**src/sv/sas_pkg.sv**
```systemverilog
// Shared types and constants of the sprite animation sequencer.
package sas_pkg;

  localparam int MAX_LOOPS  = 8;
  localparam int MAX_FRAMES = 16;

  localparam int LoopIdxW  = (MAX_LOOPS > 1) ? $clog2(MAX_LOOPS) : 1;
  localparam int FrameIdxW = (MAX_FRAMES > 1) ? $clog2(MAX_FRAMES) : 1;
  localparam int RamDepth  = MAX_LOOPS * MAX_FRAMES;
  localparam int AddrW     = (RamDepth > 1) ? $clog2(RamDepth) : 1;
  localparam int CntW      = $clog2(MAX_FRAMES + 1);

  localparam int TimeW = 16;
  localparam int SumW  = TimeW + 1;
  localparam int BitW  = $clog2(SumW);
  localparam int FnumW = 11;
  localparam int LenW  = 5;

  typedef logic signed [FnumW-1:0] frame_num_t;
  typedef logic [TimeW-1:0]        time_t;
  typedef logic [SumW-1:0]         sum_t;
  typedef logic [AddrW-1:0]        addr_t;

  typedef enum logic [1:0] {
    CMD_TICK   = 2'd0,
    CMD_SELECT = 2'd1,
    CMD_LOOP   = 2'd2,
    CMD_FRAME  = 2'd3
  } cmd_t;

  typedef enum logic [2:0] {
    S_IDLE,
    S_EXEC,
    S_TICK_CHK,
    S_DIV,
    S_FETCH,
    S_SRCH,
    S_SEL_TAKE,
    S_OUT
  } state_t;

  typedef struct packed {
    frame_num_t num;
    time_t      start;
  } frame_entry_t;

  typedef struct packed {
    logic         we;
    addr_t        waddr;
    frame_entry_t wdata;
    addr_t        raddr;
  } ram_req_t;

  typedef struct packed {
    logic ge;
    sum_t diff;
  } cmp_res_t;

endpackage

```
**src/sv/sas_if.sv**
```systemverilog
// Handshake channel interfaces for commands and results.
interface sas_in_if;
  logic                valid;
  logic                ready;
  sas_pkg::cmd_t       command;
  logic [15:0]         delta_ms;
  logic [2:0]          loop_index;
  logic                force_restart;
  logic [3:0]          frame_index;
  sas_pkg::frame_num_t frame_number;
  logic [15:0]         frame_start;
  logic [4:0]          loop_length;
  logic [15:0]         loop_duration;
  logic                loop_repeats;

  modport source (
    output valid, command, delta_ms, loop_index, force_restart, frame_index,
           frame_number, frame_start, loop_length, loop_duration, loop_repeats,
    input  ready
  );
  modport sink (
    input  valid, command, delta_ms, loop_index, force_restart, frame_index,
           frame_number, frame_start, loop_length, loop_duration, loop_repeats,
    output ready
  );
endinterface

interface sas_out_if;
  logic                valid;
  logic                ready;
  sas_pkg::frame_num_t current_frame;
  logic                loop_ended;
  logic [15:0]         elapsed_ms;

  modport source (output valid, current_frame, loop_ended, elapsed_ms, input ready);
  modport sink (input valid, current_frame, loop_ended, elapsed_ms, output ready);
endinterface

```
**src/sv/sas_cmpsub.sv**
```systemverilog
// Shared compare and subtract unit for wrap, remainder steps and frame search.
module sas_cmpsub (
  input  sas_pkg::sum_t     a,
  input  sas_pkg::sum_t     b,
  output sas_pkg::cmp_res_t res
);

  logic [sas_pkg::SumW:0] full;

  assign full     = {1'b0, a} - {1'b0, b};
  assign res.diff = full[sas_pkg::SumW-1:0];
  assign res.ge   = ~full[sas_pkg::SumW];

endmodule

```
**src/sv/sas_frame_ram.sv**
```systemverilog
// Frame entry memory: one write port, one registered read port.
module sas_frame_ram (
  input  logic                  clk,
  input  sas_pkg::ram_req_t     req,
  output sas_pkg::frame_entry_t rdata
);

  sas_pkg::frame_entry_t mem [sas_pkg::RamDepth];

  always_ff @(posedge clk) begin
    if (req.we) begin
      mem[req.waddr] <= req.wdata;
    end
    rdata <= mem[req.raddr];
  end

endmodule

```
**src/sv/sprite_animation_sequencer.sv**
```systemverilog
// Sprite animation sequencer top level: control sequencer and state registers.
// Steps per command: write EXEC, OUT; select EXEC, SEL_TAKE if it changes or restarts
// the loop, OUT; tick EXEC, TICK_CHK, DIV when the time wraps (one remainder bit per
// cycle in the shared compare unit), FETCH, SRCH across the entries passed (at most MAX_FRAMES), OUT.
// One command at a time; the next is taken the cycle after the result is taken.
// Synchronous active-low reset clears loop, time and frame; tables are undefined.
module sprite_animation_sequencer (
  input  logic      clk,
  input  logic      rst_n,
  sas_in_if.sink    in_ch,
  sas_out_if.source out_ch
);

  sas_pkg::state_t state_r, state_nxt;

  sas_pkg::cmd_t       cmd_r, cmd_nxt;
  logic [2:0]          lp_r, lp_nxt;
  logic                force_r, force_nxt;
  logic [3:0]          fi_r, fi_nxt;
  sas_pkg::frame_num_t fnum_r, fnum_nxt;
  sas_pkg::time_t      fstart_r, fstart_nxt;
  logic [4:0]          llen_r, llen_nxt;
  sas_pkg::time_t      ldur_r, ldur_nxt;
  logic                lrep_r, lrep_nxt;

  sas_pkg::sum_t              time_r, time_nxt;
  sas_pkg::time_t             rem_r, rem_nxt;
  logic [sas_pkg::BitW-1:0]   bit_r, bit_nxt;
  logic [sas_pkg::CntW-1:0]   cnt_r, cnt_nxt;
  sas_pkg::frame_num_t        prev_num_r, prev_num_nxt;
  logic                       ended_r, ended_nxt;
  logic [2:0]                 cur_loop_r, cur_loop_nxt;
  sas_pkg::time_t             elapsed_r, elapsed_nxt;
  sas_pkg::frame_num_t        shown_r, shown_nxt;

  logic [4:0]     len_tab [sas_pkg::MAX_LOOPS];
  sas_pkg::time_t dur_tab [sas_pkg::MAX_LOOPS];
  logic           rep_tab [sas_pkg::MAX_LOOPS];

  logic [sas_pkg::LoopIdxW-1:0] cur_idx, lp_idx;
  logic [sas_pkg::CntW-1:0]     len_eff;
  logic [4:0]                   cur_len;
  sas_pkg::time_t               cur_dur;
  logic                         cur_rep;
  logic                         lp_ok, fi_ok, sel_go, wrap, srch_done;

  sas_pkg::ram_req_t     ram_req;
  sas_pkg::frame_entry_t ram_rdata;
  sas_pkg::sum_t         cmp_a, cmp_b;
  sas_pkg::cmp_res_t     cmp_res;
  sas_pkg::sum_t         div_a;
  logic                  in_fire, out_fire;

  sas_cmpsub u_cmpsub (
    .a   (cmp_a),
    .b   (cmp_b),
    .res (cmp_res)
  );

  sas_frame_ram u_frame_ram (
    .clk   (clk),
    .req   (ram_req),
    .rdata (ram_rdata)
  );

  assign in_fire  = in_ch.valid && in_ch.ready;
  assign out_fire = out_ch.valid && out_ch.ready;

  assign cur_idx = sas_pkg::LoopIdxW'(cur_loop_r);
  assign lp_idx  = sas_pkg::LoopIdxW'(lp_r);
  assign cur_len = len_tab[cur_idx];
  assign cur_dur = dur_tab[cur_idx];
  assign cur_rep = rep_tab[cur_idx];
  assign len_eff = (int'(cur_len) > sas_pkg::MAX_FRAMES) ?
                   sas_pkg::CntW'(sas_pkg::MAX_FRAMES) : sas_pkg::CntW'(cur_len);

  assign lp_ok  = int'(lp_r) < sas_pkg::MAX_LOOPS;
  assign fi_ok  = int'(fi_r) < sas_pkg::MAX_FRAMES;
  assign sel_go = lp_ok && ((lp_r != cur_loop_r) || force_r);
  assign div_a  = {rem_r, time_r[bit_r]};
  assign wrap   = cur_rep && (cur_dur != '0) && cmp_res.ge;
  assign srch_done = !((cnt_r < len_eff) && cmp_res.ge);

  always_comb begin
    state_nxt = state_r;
    unique case (state_r)
      sas_pkg::S_IDLE:     if (in_fire) state_nxt = sas_pkg::S_EXEC;
      sas_pkg::S_EXEC: begin
        unique case (cmd_r)
          sas_pkg::CMD_TICK:   state_nxt = sas_pkg::S_TICK_CHK;
          sas_pkg::CMD_SELECT: state_nxt = sel_go ? sas_pkg::S_SEL_TAKE : sas_pkg::S_OUT;
          sas_pkg::CMD_LOOP:   state_nxt = sas_pkg::S_OUT;
          sas_pkg::CMD_FRAME:  state_nxt = sas_pkg::S_OUT;
        endcase
      end
      sas_pkg::S_TICK_CHK: state_nxt = wrap ? sas_pkg::S_DIV : sas_pkg::S_FETCH;
      sas_pkg::S_DIV:      if (bit_r == '0) state_nxt = sas_pkg::S_FETCH;
      sas_pkg::S_FETCH:    state_nxt = sas_pkg::S_SRCH;
      sas_pkg::S_SRCH:     if (srch_done) state_nxt = sas_pkg::S_OUT;
      sas_pkg::S_SEL_TAKE: state_nxt = sas_pkg::S_OUT;
      sas_pkg::S_OUT:      if (out_fire) state_nxt = sas_pkg::S_IDLE;
      default:             state_nxt = sas_pkg::S_IDLE;
    endcase
  end

  always_comb begin
    in_ch.ready   = (state_r == sas_pkg::S_IDLE);
    out_ch.valid  = (state_r == sas_pkg::S_OUT);
    ram_req.we    = (state_r == sas_pkg::S_EXEC) && (cmd_r == sas_pkg::CMD_FRAME)
                    && lp_ok && fi_ok;
    ram_req.waddr = sas_pkg::AddrW'(sas_pkg::AddrW'(lp_idx) * sas_pkg::AddrW'(sas_pkg::MAX_FRAMES)
                    + sas_pkg::AddrW'(fi_r));
    ram_req.wdata = '{num: fnum_r, start: fstart_r};
    ram_req.raddr = sas_pkg::AddrW'(sas_pkg::AddrW'(cur_idx) *
                    sas_pkg::AddrW'(sas_pkg::MAX_FRAMES));
    cmp_a = time_r;
    cmp_b = {1'b0, cur_dur};
    unique case (state_r)
      sas_pkg::S_EXEC: begin
        ram_req.raddr = sas_pkg::AddrW'(sas_pkg::AddrW'(lp_idx) *
                        sas_pkg::AddrW'(sas_pkg::MAX_FRAMES));
      end
      sas_pkg::S_DIV: begin
        cmp_a = div_a;
      end
      sas_pkg::S_SRCH: begin
        cmp_b = {1'b0, ram_rdata.start};
        ram_req.raddr = sas_pkg::AddrW'(sas_pkg::AddrW'(cur_idx) *
                        sas_pkg::AddrW'(sas_pkg::MAX_FRAMES)
                        + sas_pkg::AddrW'(sas_pkg::FrameIdxW'(cnt_r + 1'b1)));
      end
      default: begin
      end
    endcase
  end

  assign out_ch.current_frame = shown_r;
  assign out_ch.loop_ended    = ended_r;
  assign out_ch.elapsed_ms    = elapsed_r;

  always_comb begin
    cmd_nxt      = cmd_r;
    lp_nxt       = lp_r;
    force_nxt    = force_r;
    fi_nxt       = fi_r;
    fnum_nxt     = fnum_r;
    fstart_nxt   = fstart_r;
    llen_nxt     = llen_r;
    ldur_nxt     = ldur_r;
    lrep_nxt     = lrep_r;
    time_nxt     = time_r;
    rem_nxt      = rem_r;
    bit_nxt      = bit_r;
    cnt_nxt      = cnt_r;
    prev_num_nxt = prev_num_r;
    ended_nxt    = ended_r;
    cur_loop_nxt = cur_loop_r;
    elapsed_nxt  = elapsed_r;
    shown_nxt    = shown_r;
    unique case (state_r)
      sas_pkg::S_IDLE: begin
        if (in_fire) begin
          cmd_nxt    = in_ch.command;
          lp_nxt     = in_ch.loop_index;
          force_nxt  = in_ch.force_restart;
          fi_nxt     = in_ch.frame_index;
          fnum_nxt   = in_ch.frame_number;
          fstart_nxt = in_ch.frame_start;
          llen_nxt   = in_ch.loop_length;
          ldur_nxt   = in_ch.loop_duration;
          lrep_nxt   = in_ch.loop_repeats;
          time_nxt   = {1'b0, elapsed_r} + {1'b0, in_ch.delta_ms};
          ended_nxt  = 1'b0;
        end
      end
      sas_pkg::S_TICK_CHK: begin
        ended_nxt = !cur_rep && cmp_res.ge;
        rem_nxt   = '0;
        bit_nxt   = sas_pkg::BitW'(sas_pkg::SumW - 1);
      end
      sas_pkg::S_DIV: begin
        rem_nxt = cmp_res.ge ? cmp_res.diff[sas_pkg::TimeW-1:0] : div_a[sas_pkg::TimeW-1:0];
        bit_nxt = bit_r - 1'b1;
        if (bit_r == '0) begin
          time_nxt = {1'b0, rem_nxt};
        end
      end
      sas_pkg::S_FETCH: begin
        cnt_nxt = '0;
      end
      sas_pkg::S_SRCH: begin
        if (!srch_done) begin
          cnt_nxt      = cnt_r + 1'b1;
          prev_num_nxt = ram_rdata.num;
        end else begin
          shown_nxt = (cnt_r == '0) ? ram_rdata.num : prev_num_r;
          if (ended_r) begin
            elapsed_nxt = cur_dur;
          end else begin
            elapsed_nxt = time_r[sas_pkg::TimeW] ? '1 : time_r[sas_pkg::TimeW-1:0];
          end
        end
      end
      sas_pkg::S_SEL_TAKE: begin
        shown_nxt    = ram_rdata.num;
        cur_loop_nxt = lp_r;
        elapsed_nxt  = '0;
      end
      default: begin
      end
    endcase
  end

  always_ff @(posedge clk) begin
    if (!rst_n) begin
      state_r    <= sas_pkg::S_IDLE;
      cur_loop_r <= '0;
      elapsed_r  <= '0;
      shown_r    <= '0;
      ended_r    <= 1'b0;
    end else begin
      state_r    <= state_nxt;
      cur_loop_r <= cur_loop_nxt;
      elapsed_r  <= elapsed_nxt;
      shown_r    <= shown_nxt;
      ended_r    <= ended_nxt;
    end
  end

  always_ff @(posedge clk) begin
    cmd_r      <= cmd_nxt;
    lp_r       <= lp_nxt;
    force_r    <= force_nxt;
    fi_r       <= fi_nxt;
    fnum_r     <= fnum_nxt;
    fstart_r   <= fstart_nxt;
    llen_r     <= llen_nxt;
    ldur_r     <= ldur_nxt;
    lrep_r     <= lrep_nxt;
    time_r     <= time_nxt;
    rem_r      <= rem_nxt;
    bit_r      <= bit_nxt;
    cnt_r      <= cnt_nxt;
    prev_num_r <= prev_num_nxt;
  end

  always_ff @(posedge clk) begin
    if ((state_r == sas_pkg::S_EXEC) && (cmd_r == sas_pkg::CMD_LOOP) && lp_ok) begin
      len_tab[lp_idx] <= llen_r;
      dur_tab[lp_idx] <= ldur_r;
      rep_tab[lp_idx] <= lrep_r;
    end
  end

endmodule

```
**src/flat_wrapper.sv**
```systemverilog
// flat-port wrapper written by rule: the top's interface ports become plain ports
module sprite_animation_sequencer_flat 
  (clk, rst_n, in_ch_valid, in_ch_command, in_ch_delta_ms, in_ch_loop_index, in_ch_force_restart, in_ch_frame_index, in_ch_frame_number, in_ch_frame_start, in_ch_loop_length, in_ch_loop_duration, in_ch_loop_repeats, in_ch_ready, out_ch_valid, out_ch_current_frame, out_ch_loop_ended, out_ch_elapsed_ms, out_ch_ready);
  sas_in_if in_ch_i ();
  sas_out_if out_ch_i ();
  input  logic clk;
  input  logic rst_n;
  input wire logic [$bits(in_ch_i.valid)-1:0] in_ch_valid;
  input wire logic [$bits(in_ch_i.command)-1:0] in_ch_command;
  input wire logic [$bits(in_ch_i.delta_ms)-1:0] in_ch_delta_ms;
  input wire logic [$bits(in_ch_i.loop_index)-1:0] in_ch_loop_index;
  input wire logic [$bits(in_ch_i.force_restart)-1:0] in_ch_force_restart;
  input wire logic [$bits(in_ch_i.frame_index)-1:0] in_ch_frame_index;
  input wire logic [$bits(in_ch_i.frame_number)-1:0] in_ch_frame_number;
  input wire logic [$bits(in_ch_i.frame_start)-1:0] in_ch_frame_start;
  input wire logic [$bits(in_ch_i.loop_length)-1:0] in_ch_loop_length;
  input wire logic [$bits(in_ch_i.loop_duration)-1:0] in_ch_loop_duration;
  input wire logic [$bits(in_ch_i.loop_repeats)-1:0] in_ch_loop_repeats;
  output wire logic [$bits(in_ch_i.ready)-1:0] in_ch_ready;
  output wire logic [$bits(out_ch_i.valid)-1:0] out_ch_valid;
  output wire logic [$bits(out_ch_i.current_frame)-1:0] out_ch_current_frame;
  output wire logic [$bits(out_ch_i.loop_ended)-1:0] out_ch_loop_ended;
  output wire logic [$bits(out_ch_i.elapsed_ms)-1:0] out_ch_elapsed_ms;
  input wire logic [$bits(out_ch_i.ready)-1:0] out_ch_ready;
  assign in_ch_i.valid = in_ch_valid;
  assign in_ch_i.command = in_ch_command;
  assign in_ch_i.delta_ms = in_ch_delta_ms;
  assign in_ch_i.loop_index = in_ch_loop_index;
  assign in_ch_i.force_restart = in_ch_force_restart;
  assign in_ch_i.frame_index = in_ch_frame_index;
  assign in_ch_i.frame_number = in_ch_frame_number;
  assign in_ch_i.frame_start = in_ch_frame_start;
  assign in_ch_i.loop_length = in_ch_loop_length;
  assign in_ch_i.loop_duration = in_ch_loop_duration;
  assign in_ch_i.loop_repeats = in_ch_loop_repeats;
  assign in_ch_ready = in_ch_i.ready;
  assign out_ch_valid = out_ch_i.valid;
  assign out_ch_current_frame = out_ch_i.current_frame;
  assign out_ch_loop_ended = out_ch_i.loop_ended;
  assign out_ch_elapsed_ms = out_ch_i.elapsed_ms;
  assign out_ch_i.ready = out_ch_ready;
  sprite_animation_sequencer u_core (.clk(clk), .rst_n(rst_n), .in_ch(in_ch_i), .out_ch(out_ch_i));
endmodule
```
**config.mk**
```make
export PLATFORM = sky130hd
export DESIGN_NAME = sprite_animation_sequencer_flat
export DESIGN_NICKNAME = d
export VERILOG_FILES = /design/src/sv/sas_pkg.sv /design/src/sv/sas_if.sv /design/src/sv/sas_cmpsub.sv /design/src/sv/sas_frame_ram.sv /design/src/sv/sprite_animation_sequencer.sv /design/src/flat_wrapper.sv
export SDC_FILE = /design/constraint.sdc
export NUM_CORES = 2
export LEC_CHECK = 0
export ABC_AREA = 0
export BUFFER_PORTS_ARGS = -buffer_cell sky130_fd_sc_hd__buf_2
export CORE_MARGIN = 2
export CORE_UTILIZATION = 58
export CTS_CLUSTER_SIZE = 30
export DETAILED_ROUTE_END_ITERATION = 8
export GPL_TIMING_DRIVEN = 0
export PLACE_DENSITY = 0.76
export SLEW_MARGIN = 20
export SYNTH_ARGS = -nofsm -noshare
export SYNTH_HDL_FRONTEND = slang
export SYNTH_HIERARCHICAL = 1
export SYNTH_SLANG_ARGS = --single-unit
```
**constraint.sdc**
```tcl
create_clock -name clk -period 6.87 [get_ports clk]
set_input_delay 1.374 -clock clk [delete_from_list [all_inputs] [get_ports clk]]
set_output_delay 1.374 -clock clk [all_outputs]
set_load 0.05 [all_outputs]
```
==> After elaboration in Yosys (flattened, before gate mapping) <==
Memories as Yosys holds them, arrays and structs flattened. A register that Yosys moved wholly into a read port is not among the register bits.
Cells that the tools add are included.
{ "word_totals": {"register_bits": 147, "mem_bits_rw": 3632, "inputBits": 79, "out_inout_bits": 30, "word_cells": 118, "mem_count": 4} }
{ "memory_table": {"columns": ["memory", "words", "word_bits", "read_ports", "rd_ports_with_merged_regs", "wr", "line", "source"], "rows": [
  ["u_core.u_frame_ram.mem", 128, 27, 1, 1, 1, "sas_frame_ram.sv:8", "sas_pkg::frame_entry_t mem [sas_pkg::RamDepth];"],
  ["u_core.dur_tab", 8, 16, 1, 1, 1, "sprite_animation_sequencer.sv:37", "sas_pkg::time_t dur_tab [sas_pkg::MAX_LOOPS];"],
  ["u_core.len_tab", 8, 5, 1, 1, 1, "sprite_animation_sequencer.sv:36", "logic [4:0] len_tab [sas_pkg::MAX_LOOPS];"],
  ["u_core.rep_tab", 8, 1, 1, 1, 1, "sprite_animation_sequencer.sv:38", "logic rep_tab [sas_pkg::MAX_LOOPS];"]
]} }
{ "classes": {"n_addsub": 6, "order_cmp": 3, "eq_ne": 16, "n_mux": 41, "n_bitwise": 1, "n_reduce_logical": 28} }
{ "op_table": {"columns": ["cell", "n"], "rows": [
  ["2-to-1 mux 16 bit", 5],
  ["one-hot mux 16 bit (2 select lines)", 2],
  ["2-to-1 mux 17 bit", 3],
  ["one-hot mux 17 bit (2 select lines)", 1],
  ["2-to-1 mux 3 bit", 11],
  ["one-hot mux 3 bit (8 select lines)", 1],
  ["2-to-1 mux 11 bit", 2],
  ["one-hot mux 11 bit (2 select lines)", 1],
  ["one-hot mux 5 bit (2 select lines)", 2],
  ["subtractor 17 x 16 -> 18 bit", 1],
  ["adder 16 x 16 -> 17 bit", 1],
  ["nonzero test 16 bit", 1],
  ["adder 7 x 4 -> 7 bit", 2],
  ["one-hot mux 7 bit (2 select lines)", 1],
  ["equality test 3 bit (second input constant)", 4],
  ["zero test 5 bit", 2],
  ["2-to-1 mux 5 bit", 2],
  ["AND reduction 2 bit", 5],
  ["nonzero test 2 bit", 5],
  ["one-hot mux 3 bit (3 select lines)", 1],
  ["logical AND 1 bit", 8],
  ["2-to-1 mux 1 bit", 7],
  ["equality test 3 x 2 -> 1 bit (second input constant)", 2],
  ["less-than comparator 5 x 6 -> 1 bit (second input constant)", 1],
  ["other kinds (20)", 24]
]} }

==> Longest topological paths before layout <==
{ "logic_depth": {"ltp_word": 8, "ltp_mapped": 27, "mapped_depth_nobuf": 20} }

==> Hierarchy <==
Netlist, hierarchy kept.
{ "modules_own_cells": {"columns": ["mod", "instances", "cells_per_inst", "area_each_um2", "seq_area_each_um2"], "rows": [
  ["sas_frame_ram", 1, 5082, 131986.6, 104320.1],
  ["sprite_animation_sequencer", 1, 1004, 14286.2, 9419.0],
  ["sas_cmpsub", 1, 134, 959.7, 0.0]
]} }

==> Least setup slack after synthesis <==
OpenSTA, ideal clock, no wires.
{ "synth_path": {"path_type": "register -> register", "startpoint": "register u_core.state_r[2]", "endpoint": "register u_core.shown_r[0], in the netlist u_core/out_ch.current_frame[0]", "setup_time_ns": 0.116, "arrival_time_ns": 4.925, "t_required_ns": 6.754, "setup_slack_ns": 1.829, "stages_incl_launch_ff": 27, "n_path_buf": 8, "period_less_slack_ns": 5.041, "path_cell_list": "dfxtp_1 > buf_2 > inv_1 > nand2_1 > inv_1 > nand2_1 > clkbuf_1 > buf_1 > clkbuf_1 > nand2_1 > nand2_1 > ha_1 > clkbuf_1 > a21oi_1 > o21ai_0 > nor3_1 > a21o_1 > o21ai_0 > buf_4 > inv_1 > or4_1 > and4bb_1 > nor2_2 > and2_1 > buf_2 > buf_6 > o211a_1"} }
{ "synth_lines": {"columns": ["item", "line", "source"], "rows": [
  ["start: declaration", "sprite_animation_sequencer.sv:14", "sas_pkg::state_t state_r, state_nxt;"],
  ["start signal: assignment", "sprite_animation_sequencer.sv:216", "state_r <= sas_pkg::S_IDLE;"],
  ["start signal: assignment", "sprite_animation_sequencer.sv:222", "state_r <= state_nxt;"],
  ["end signal: assignment", "sprite_animation_sequencer.sv:225", "shown_r <= shown_nxt;"],
  ["end: declaration", "sprite_animation_sequencer.sv:34", "sas_pkg::frame_num_t shown_r, shown_nxt;"]
]} }

==> impl_results.md <==
* Status: complete, no violations
* Fillcell total at between 10k and 15k
* Vias per cell at about 7
* First-pass GRT wire length at 575000 µm
* Clk Latency, worst-skew pair at 1.00 ns
* Reg2reg end: u_core/prev_num_r[6]$_DFFE_PP_
* Final setup violation count at 0
* DRT iter0 DRCs at about 12k
* CP Max Fanout at 11
* Total of max-cap violations at 0
* Antenna Nets Post-Route at 0
* Min Tclk post-route at 6.53 ns
* Share of cells above drive strength 1 at 0.335
* VDD IR-drop max at 0.000239 V
* Gr usage total at 0.321
* Ys Warns at 6
* CTS sink count at 3809
* Depth of the most critical reg-to-reg path at 21
* HP Start: u_core/u_frame_ram/rdata[21]$_DFF_P_
* FF+latch area at about 0.11 mm²
* WL/cell at between 30 and 40 µm
* Total gr overflow at 0
* Post-CTS Setup Bufs at 0
* Period utilisation layout at 0.951
* Fmax at approximately 150 MHz
* Total CTS buffers at 371
* Fin area at approximately 0.17 mm²
* Skew final at 0.0729 ns
* RSZ-0062 raised after global routing: false
* WHS Path Cells at 0
* Synthesis-to-finish area growth at 15.8%
* Relative slew slack at 0.128
* Mapped Cells at 6214
* Drt total wl at 411000 µm
* Resize count post-CTS at 0
* DR pass1 iterations at 8
* WP data arrival at about 7.1 ns
* PD cells at ~340 mW/mm²
* I/O pin total at approximately 110
* Crit start category: register
* Syn Area/Cell at between 20 and 25 µm²
* Max-slew violation count at 0
* Cell count after placement at 9992
* R2R Setup Slk at 0.34 ns
* Nets at approximately 7.1k
* Final Non-Filler Cells at ~11k
* Worst-path clk slew at 0.06 ns
* Initial core utilization at 0.584
* Placed inst area at approximately 0.16 mm²
* DRC viols at 0
* CTS H-Tree Depth at 5
* Die Y at 508 µm
* Hold WC Path Type: reg2reg
* CTS tree: done
* GPL Wtd Cong at between 0.9 and 1
* Number of global-route vias before repair at approximately 75k
* Least-Margin Pin Slew at roughly 1.3 ns
* Leakage at around 52 nW
* # rows at 184
* Die X at 508 µm
* Multi-input gate area at ~0.033 mm²
* Final Hold Vio Count at 0
* # hold bufs at CTS at 0
* Clk buf depth at 4
* Synthesized cell area at between 0.1 and 0.15 mm²
* Worst setup EP type: register
* Port buffer count at between 100 and 150
* Largest net degree at the start of global routing at 34
* Critical Path RT at about 7.5 ns
* Core Area at between 0.2 and 0.3 mm²
* Post-synth net total at around 6.3k
* DP Wirelength at approximately 260000 µm
* Kind of critical path: reg2reg
* Hold Path End: u_core/prev_num_r[5]$_DFFE_PP_
* Antenna violations before repair at 45
* Clk root buf: clkbuf_16
* Via count at about 75k
* Full die area at 0.258 mm²
-- registers in the layout, indices dropped and copies added (netlist names), 16 cells and up, named ones only --
name / cells
u_core/dur_tab: 128
u_core/fstart_r: 16
u_core/ldur_r: 16
u_core/len_tab: 40
u_core/out_ch.elapsed_ms: 16
u_core/rem_r: 16
u_core/time_r: 17
u_core/u_frame_ram/mem: 3456
u_core/u_frame_ram/rdata: 27
-- cell type report --
| type | instances | area share |
|---|---|---|
| timing repair buffer | 430 | 0.0380 |
| buffer | 324 | 0.00862 |
| tap | 3348 | 0.0246 |
| antenna | 18 | 0.000264 |
| sequential | 3809 | 0.667 |
| inverter | 44 | 0.000969 |
| multi-input combinational | 2037 | 0.193 |
| clock inverter | 183 | 0.00934 |
| clock buffer | 458 | 0.0581 |
-- power breakdown --
group / leakage [nW] / internal [W] / switching (W)
Combinational: 12.6 / 0.00386 / 0.00689
Sequential: 34.2 / 0.0273 / 0.000504
Clock: 5.62 / 0.0112 / 0.00855
-- worst max-delay path by stage --
stage | end | slack, ns | depth (start not counted)
5_1_grt | u_core/out_ch.current_frame[0]$_SDFFE_PN0P_ | 0.14 | 26
4_1_cts | u_core/out_ch.current_frame[7]$_SDFFE_PN0P_ | 0.33 | 26
2_1_floorplan | u_core/out_ch.current_frame[0]$_SDFFE_PN0P_ | 1.83 | 26
3_3_place_gp | u_core/u_frame_ram/mem[84][7]$_DFFE_PP_ | -0.17 | 6
3_5_place_dp | u_core/prev_num_r[6]$_DFFE_PP_ | 0.39 | 23
6_report | u_core/prev_num_r[6]$_DFFE_PP_ | 0.34 | 21
-- metal layers --
layer | GRT usage | vias to the layer above | part of all wire | wire length, µm
met3 | 0.0861 | 1154 | 0.13 | 52900
met5 | 0 | - | 0.00049 | 202
met2 | 0.502 | 6445 | 0.48 | 196000
li1 | - | 28310 | - | -
met1 | 0.420 | 39356 | 0.33 | 137000
met4 | 0.167 | 20 | 0.062 | 25400
-- per-stage QoR --
stage | utilization | hold slack [ns] | power [W] | setup WS (ns) | setup TNS [ns]
floorplan | - | 0.408 | 0.0337 | 1.83 | 0
global placement | 0.603 | 0.415 | 0.0375 | -0.167 | -9.02
detailed placement | 0.631 | 0.417 | 0.0384 | 0.388 | 0
CTS | 0.677 | 0.432 | 0.0581 | 0.327 | 0
global route | 0.677 | 0.443 | 0.0594 | 0.140 | 0
finish | 0.677 | 0.434 | 0.0583 | 0.337 | 0
-- critical path, stage by stage, from the launching register on --
cell and delay, ns:
dfxtp_1 0.38, buf_4 0.23, buf_6 0.18, buf_2 0.29, buf_2 0.33, buf_4 0.28
mux4_2 0.32, mux2i_1 0.71, a21oi_1 0.16, inv_1 0.09, ha_1 0.27, a21oi_1 0.09
o21ai_0 0.41, nor3_1 0.10, a21o_1 0.23, o21ai_0 0.17, buf_4 0.24, inv_1 0.13
or4_1 0.56, and4bb_1 0.30, nor2_2 0.09, inv_1 0.55
-- layout by cell type, fill, tap and decap left out, types with 12 or more instances in the layout --
cell type   count
a21oi_1        55
nor2b_1        13
clkinv_2       56
edfxtp_1     3745
clkbuf_1      221
buf_1          17
nor3_1         41
o21ai_0        23
diode_2        18
nand2_1       119
buf_8         125
xnor2_1        12
nor2_4        125
mux2_2         33
nand2b_1       25
bufinv_16      28
dfxtp_1        64
o211a_1        12
buf_16         76
clkbuf_16     382
nor2_1         69
a21o_1         16
mux4_2       1172
a21boi_0       12
clkinvlp_4     12
buf_2         213
buf_12         84
clkinv_1       76
o21a_1         12
inv_1          43
nand3_1        37
ha_1           40
nor3_2         12
buf_4          40
clkbuf_2       38
mux2i_1        63
Power figures use the tool's default switching activity.
